$ cat src/hdl/bgeh_pkg.sv
package bgeh_pkg;

  localparam int unsigned SMOOTH_FRAC_BITS = 16;

  localparam int unsigned MV_W    = 13;
  localparam int unsigned GAIN_W  = 17;
  localparam int unsigned HYST_W  = 7;
  localparam int unsigned LEVEL_W = 8;
  localparam int unsigned CFG_W   = 17;
  localparam int unsigned IDX_W   = 2;

  // gain is a Q16 fraction regardless of the average's fraction bits
  localparam int unsigned GAIN_FRAC = 16;
  localparam logic [GAIN_W-1:0] GAIN_ONE = GAIN_W'(1 << GAIN_FRAC);

  localparam logic [MV_W-1:0] NO_BATTERY_RST = MV_W'(3000);
  localparam logic [GAIN_W-1:0] EMA_GAIN_RST = GAIN_W'(3277);
  localparam logic [HYST_W-1:0] HYST_RST = HYST_W'(3);

  // level curve breakpoints in mV, with the rounding bias folded in
  localparam logic [MV_W-1:0] MV_EMPTY   = MV_W'(3300);
  localparam logic [MV_W-1:0] MV_MID     = MV_W'(3700);
  localparam logic [MV_W-1:0] LOW_BIAS   = MV_W'(3300 - 4);
  localparam logic [MV_W-1:0] HIGH_BIAS  = MV_W'(3700 - 5);
  localparam int unsigned     LOW_SHIFT  = 3;

  // n / 10 as (n * 52429) >> 19, exact for any 13-bit n
  localparam int unsigned     DIV10_MUL_W = 16;
  localparam logic [DIV10_MUL_W-1:0] DIV10_MUL = DIV10_MUL_W'(52429);
  localparam int unsigned     DIV10_SHIFT = 19;

  localparam logic [6:0] PCT_MID  = 7'd50;
  localparam logic [6:0] PCT_FULL = 7'd100;
  localparam logic [LEVEL_W-1:0] LEVEL_NONE = '1;

  typedef enum logic [IDX_W-1:0] {
    REG_NO_BATTERY = 2'd0,
    REG_EMA_GAIN   = 2'd1,
    REG_HYSTERESIS = 2'd2
  } reg_idx_e;

endpackage

$ cat src/hdl/battery_gauge_ema_hysteresis.sv
// Channel   Dir  Payload                          Request taken when
// s_axis    in   tdata[12:0] battery_mv           s_axis_tvalid && s_axis_tready
// m_axis    out  tdata[7:0]  level_pct (signed)   m_axis_tvalid && m_axis_tready
// cfg       in   cfg_idx_i, cfg_wdata_i           cfg_we_i
//
// One request per cycle unless the output stalls; stages one and two are each registered.
// Stage one: average update (one 13+F by 17 multiply); stage two: level map and hysteresis.
// Reset clears the average, shows no battery and loads register defaults.
// A stalled output holds both stages; input is still taken while the middle stage is empty.
module battery_gauge_ema_hysteresis
  import bgeh_pkg::*;
#(
  parameter int unsigned SmoothFracBits = SMOOTH_FRAC_BITS
) (
  input  logic                clk_i,
  input  logic                rst_ni,
  input  logic                s_axis_tvalid,
  output logic                s_axis_tready,
  input  logic [15:0]         s_axis_tdata,   // [12:0] battery_mv
  output logic                m_axis_tvalid,
  input  logic                m_axis_tready,
  output logic [7:0]          m_axis_tdata,   // [7:0] level_pct
  input  logic                cfg_we_i,
  input  logic [IDX_W-1:0]    cfg_idx_i,
  input  logic [CFG_W-1:0]    cfg_wdata_i
);

  localparam int unsigned AvgW  = MV_W + SmoothFracBits;
  localparam int unsigned ProdW = AvgW + GAIN_W;

  logic [MV_W-1:0]   no_batt_q;
  logic [GAIN_W-1:0] gain_q;
  logic [HYST_W-1:0] hyst_q;

  logic [AvgW-1:0]   avg_q, avg_d;
  logic              s1_valid_q, s1_absent_q;
  logic              out_valid_q;
  logic [LEVEL_W-1:0] shown_q, shown_d;

  logic s_accept, advance, s1_en;

  assign advance       = !out_valid_q || m_axis_tready;
  assign s1_en         = !s1_valid_q || advance;
  assign s_axis_tready = s1_en;
  assign s_accept      = s_axis_tvalid && s1_en;

  // ---- stage one: average update
  logic [MV_W-1:0]   mv;
  logic              absent;
  logic [AvgW-1:0]   target, mag, step;
  logic [GAIN_W-1:0] g_sat;
  logic              up;
  logic [ProdW-1:0]  prod;

  assign mv     = s_axis_tdata[MV_W-1:0];
  assign absent = mv < no_batt_q;
  assign target = {mv, {SmoothFracBits{1'b0}}};
  assign g_sat  = (gain_q > GAIN_ONE) ? GAIN_ONE : gain_q;
  assign up     = target >= avg_q;
  assign mag    = up ? (target - avg_q) : (avg_q - target);
  assign prod   = ProdW'(mag) * ProdW'(g_sat) + ProdW'(1 << (GAIN_FRAC - 1));
  assign step   = prod[GAIN_FRAC +: AvgW];

  always_comb begin
    if (absent) begin
      avg_d = '0;
    end else if (avg_q == '0) begin
      avg_d = target;
    end else if (up) begin
      avg_d = avg_q + step;
    end else begin
      avg_d = avg_q - step;
    end
  end

  // ---- stage two: level map and hysteresis (avg_q still belongs to the stage-one request)
  logic [MV_W-1:0]   ip, n_low, n_high;
  logic [MV_W+DIV10_MUL_W-1:0] q10;
  logic [6:0]        tens, pct;
  logic [LEVEL_W:0]  diff;
  logic [LEVEL_W-1:0] mag_diff;

  assign ip     = avg_q[AvgW-1 -: MV_W];
  assign n_low  = ip - LOW_BIAS;
  assign n_high = ip - HIGH_BIAS;
  assign q10    = (MV_W + DIV10_MUL_W)'(n_high) * (MV_W + DIV10_MUL_W)'(DIV10_MUL);
  assign tens   = (q10[MV_W+DIV10_MUL_W-1:DIV10_SHIFT] >= (MV_W+DIV10_MUL_W-DIV10_SHIFT)'(PCT_MID))
                  ? PCT_MID : q10[DIV10_SHIFT +: 7];

  always_comb begin
    if (ip < MV_EMPTY) begin
      pct = '0;
    end else if (ip < MV_MID) begin
      pct = 7'(n_low >> LOW_SHIFT);
    end else begin
      pct = PCT_MID + tens;
    end
  end

  assign diff     = {2'b00, pct} - {shown_q[LEVEL_W-1], shown_q};
  assign mag_diff = diff[LEVEL_W] ? LEVEL_W'(-diff) : diff[LEVEL_W-1:0];

  always_comb begin
    shown_d = shown_q;
    if (s1_absent_q) begin
      shown_d = LEVEL_NONE;
    end else if (shown_q[LEVEL_W-1] || mag_diff >= LEVEL_W'(hyst_q) ||
                 pct == PCT_FULL || pct == '0) begin
      shown_d = {1'b0, pct};
    end
  end

  always_ff @(posedge clk_i or negedge rst_ni) begin
    if (!rst_ni) begin
      no_batt_q   <= NO_BATTERY_RST;
      gain_q      <= EMA_GAIN_RST;
      hyst_q      <= HYST_RST;
      avg_q       <= '0;
      s1_valid_q  <= 1'b0;
      s1_absent_q <= 1'b0;
      out_valid_q <= 1'b0;
      shown_q     <= LEVEL_NONE;
      m_axis_tdata <= LEVEL_NONE;
    end else begin
      if (cfg_we_i) begin
        unique case (cfg_idx_i)
          REG_NO_BATTERY: no_batt_q <= cfg_wdata_i[MV_W-1:0];
          REG_EMA_GAIN:   gain_q    <= cfg_wdata_i[GAIN_W-1:0];
          REG_HYSTERESIS: hyst_q    <= cfg_wdata_i[HYST_W-1:0];
          default: ;
        endcase
      end
      if (s1_en) begin
        s1_valid_q <= s_accept;
        if (s_accept) begin
          s1_absent_q <= absent;
        end
      end
      if (advance) begin
        out_valid_q <= s1_valid_q;
        if (s1_valid_q) begin
          shown_q      <= shown_d;
          m_axis_tdata <= shown_d;
        end
      end
      if (s_accept) begin
        avg_q <= avg_d;
      end
    end
  end

  assign m_axis_tvalid = out_valid_q;

endmodule

$ cat config.mk
export PLATFORM = sky130hd
export DESIGN_NAME = battery_gauge_ema_hysteresis
export DESIGN_NICKNAME = d
export VERILOG_FILES = /design/src/hdl/bgeh_pkg.sv /design/src/hdl/battery_gauge_ema_hysteresis.sv
export SDC_FILE = /design/constraint.sdc
export NUM_CORES = 2
export LEC_CHECK = 0
export BUFFER_PORTS_ARGS = -buffer_cell sky130_fd_sc_hd__buf_2
export CORE_MARGIN = 1
export CORE_UTILIZATION = 67
export DETAILED_ROUTE_END_ITERATION = 7
export GPL_ROUTABILITY_DRIVEN = 0
export PLACE_DENSITY_LB_ADDON = 0.15
export SLEW_MARGIN = 20
export SYNTH_ARGS = -nofsm -noshare
export SYNTH_HDL_FRONTEND = slang
export SYNTH_SLANG_ARGS = --single-unit
$ cat constraint.sdc
create_clock -name clk_i -period 16.5 [get_ports clk_i]
set_input_delay 4.95 -clock clk_i [delete_from_list [all_inputs] [get_ports clk_i]]
set_output_delay 4.95 -clock clk_i [all_outputs]
set_load 0.1 [all_outputs]
==> flow_summary_export.csv <==
group,metric,value,unit
setup_path,endpoint_kind,"flop",
min_path,min_from,"s1_valid_q$_DFFE_PN0N_",
clock_tree,cts_tree,"built",
die,initial_core_util,0.679,
setup_path,cp.arrival,16320,ps
clock_tree,cts_made_buffers,9,
synthesis,synth_edf_count,0,
clock_tree,cts_htree_levels,3,
clock_tree,clkLatencyLatePin,350,ps
clock_tree,clk_path_buf_depth,2,
clock_tree,cts_sinks,77,
die,die_w,200,um
timing,tightest_slew,1120,ps
die,num_io_pins,50,
setup_path,reg2reg_depth,48,
min_path,min_to,"m_axis_tvalid$_DFFE_PN0P_",
timing,tns,0,ps
global_routing,grt_overflow,0,
status,status,"finished, final reports clean",
job,drv_cap,0,
finish,fillers,2861,
finish,final_core_util,0.743,
timing,finalSetupViolations,0,
setup_path,rrSetupSlack,3920,ps
drt,via_per_inst,5.95,
clock_tree,cts_root_buffer,"clkbuf_16",
finish,area_growth,9.51,%
setup_path,reg2reg_to,"avg_q[28]$_DFFE_PN0P_",
synthesis,syn_avg_cell_area,8.53,um2
drt,ant_nets,0,
placed_design,portBuffers,46,
placed_design,dp_hpwl,60700,um
finish,nNetsFinal,4006,
setup_path,crit_path_max_incr_delay,560,ps
synthesis,ys_warn_count,0,
setup_path,cp_max_fo,23,
timing,drv_slew,0,
setup_path,required,16750,ps
setup_path,r2r_start,"avg_q[1]$_DFFE_PN0P_",
synthesis,ys_ff_latch,77,
global_routing,antenna_found_initial,3,
timing,skew,10.4,ps
timing,finalCritPeriodShare,0.974,
drt,dr.pass1.iters,6,
finish,drive_gt1_frac,0.117,
timing,slew-limit-headroom,0.249,
setup_path,critPathBufInv,11,
setup_path,worst_path_dominant_cell_family,"adder cells",
global_routing,grt_usage,0.379,
synthesis,async_flop_share,1.00,
global_routing,grt_max_degree,78,
synthesis,syn_nets,3873,
drt,post_drt_wl_per_cell,19.3,um
setup_path,slowest_stage,"or4_4",
drt,drt_wl_total,72400,um
setup_path,worst-setup-path-type,"in -> reg",
timing,finalHoldViolations,0,
timing,period_minus_slack,16070,ps
die,num_rows,72,
die,core_region_area,0.0386,mm2
synthesis,synth_area,0.0262,mm2
timing,fmax,62.2,MHz
global_routing,first_global_vias,23300,
synthesis,yosys.cell_types.count,88,
drt,vias,22300,
clock_tree,clk_pin_slew,70,ps
synthesis,synthCells,3077,
die,fp.dieH,200,um
synthesis,ys_seq_area_frac,0.0746,
synthesis,dominantRegCellSynth,"dfrtp_1",
global_routing,grt_pass1_wl,117000,um
setup_path,startpoint_type,"input port",
drt,drtIter0Drc,1634,
drt,drc,0,
min_path,min-delay-path-class,"reg -> reg",
min_path,whs_path_depth,1,
die,dieArea,0.0400,mm2
synth_stat cells, types with 14 or more instances:
cell | instances | area share
a21o_1 | 50 | 0.014
a21oi_1 | 109 | 0.021
a31oi_1 | 18 | 0.0043
and2_1 | 47 | 0.011
and3_1 | 14 | 0.0033
clkbuf_1 | 105 | 0.015
dfrtp_1 | 53 | 0.051
dfstp_2 | 24 | 0.024
fa_1 | 454 | 0.35
ha_1 | 302 | 0.14
inv_1 | 578 | 0.083
mux2_2 | 29 | 0.012
nand2_1 | 433 | 0.062
nand2b_1 | 20 | 0.0048
nand3_1 | 39 | 0.0074
nor2_1 | 224 | 0.032
nor2b_1 | 28 | 0.0067
nor3_1 | 40 | 0.0076
o21a_1 | 15 | 0.0043
o21ai_0 | 92 | 0.018
xnor2_1 | 96 | 0.032
xor2_1 | 66 | 0.022
final cells by class:
cell class                      count  area [um2]  area share
Timing Repair Buffer              239        1730      0.0601
Inverter                          579        2170      0.0756
Clock inverter                      7        65.1     0.00226
Antenna cell                        7        17.5    0.000610
Tap cell                          518         648      0.0226
Sequential cell                    77        1960      0.0681
Clock buffer                        9         225     0.00784
Multi-Input combinational cell   2304       21900       0.763
layout by cell type, fill, tap and decap left out, types with 13 or more instances in the layout:
cell	netlist	layout
a21o_1	50	50
dfstp_2	24	24
and3_1	14	14
xor2_1	66	65
nor2_1	224	221
ha_1	302	301
dfrtp_1	53	53
inv_1	578	578
xnor2_1	96	90
o21a_1	15	14
nand4_1	13	13
a21oi_2	0	13
nor3_1	40	39
o21ai_0	92	89
a21oi_1	109	96
and2_1	47	47
buf_2	4	45
nand3_1	39	39
a31oi_1	18	16
nand2b_1	20	20
nor2b_1	28	22
mux2_2	29	29
fa_1	454	454
nand2_1	433	433
buf_4	0	191
how the worst max path moves through the flow:
stage / start / to / slack, ps / depth (start not counted)
5_1_grt: s_axis_tdata[7] / avg_q[27]$_DFFE_PN0P_ / -60 / 48
6_report: s_axis_tdata[6] / avg_q[28]$_DFFE_PN0P_ / 430 / 48
2_1_floorplan: s_axis_tdata[6] / avg_q[28]$_DFFE_PN0P_ / 240 / 49
3_3_place_gp: s_axis_tdata[6] / avg_q[27]$_DFFE_PN0P_ / -140 / 48
3_5_place_dp: s_axis_tdata[6] / avg_q[27]$_DFFE_PN0P_ / -330 / 48
4_1_cts: s_axis_tdata[6] / avg_q[27]$_DFFE_PN0P_ / 20 / 45
metrics by stage:
stage | std cells | hold WS (ps) | area, um2 | worst slack [ps]
floorplan | 3077 | 457 | 26200 | 236
global placement | 3714 | 468 | 28200 | -145
detailed placement | 3714 | 481 | 28200 | -330
CTS | 3730 | 496 | 28500 | 15.4
global route | 3735 | 529 | 28700 | -56.2
finish | 3740 | 500 | 28700 | 429
sequential cells by signal, indices dropped and copies added (netlist names):
signal,count
gain_q,17
hyst_q,7
shown_q,8
m_axis_tvalid,1
s1_absent_q,1
s1_valid_q,1
no_batt_q,13
avg_q,29
logic make-up after synthesis:
logic type,Yosys count,synth area share
adders and majority gates,756,0.490
xor gates and xnor gates,163,0.0549
muxes,42,0.0175
and+or+nand+nor,928,0.158
buffers and inverters,696,0.0998
AOI/OAI and AO/OA,415,0.104
DFF,77,0.0746
metal layers:
layer	vias up	track usage	share of wire
met3	255	0.0675	0.078
li1	10000	-	-
met4	0	0.185	0.053
met5	-	0	0
met1	11000	0.464	0.38
met2	983	0.648	0.49
timing repair:
| action | 4_1_cts | 5_1_grt |
|---|---|---|
| setup endpoints to repair | 1 | 9 |
| hold buffers | 0 | 0 |
| setup buffers | 0 | 2 |
| resized for setup | 1 | 40 |
| pin swaps | 0 | 7 |
Power is left out: the tool's default activity adds up to more than one toggle a clock period on the data nets, which glitch-free logic cannot reach.
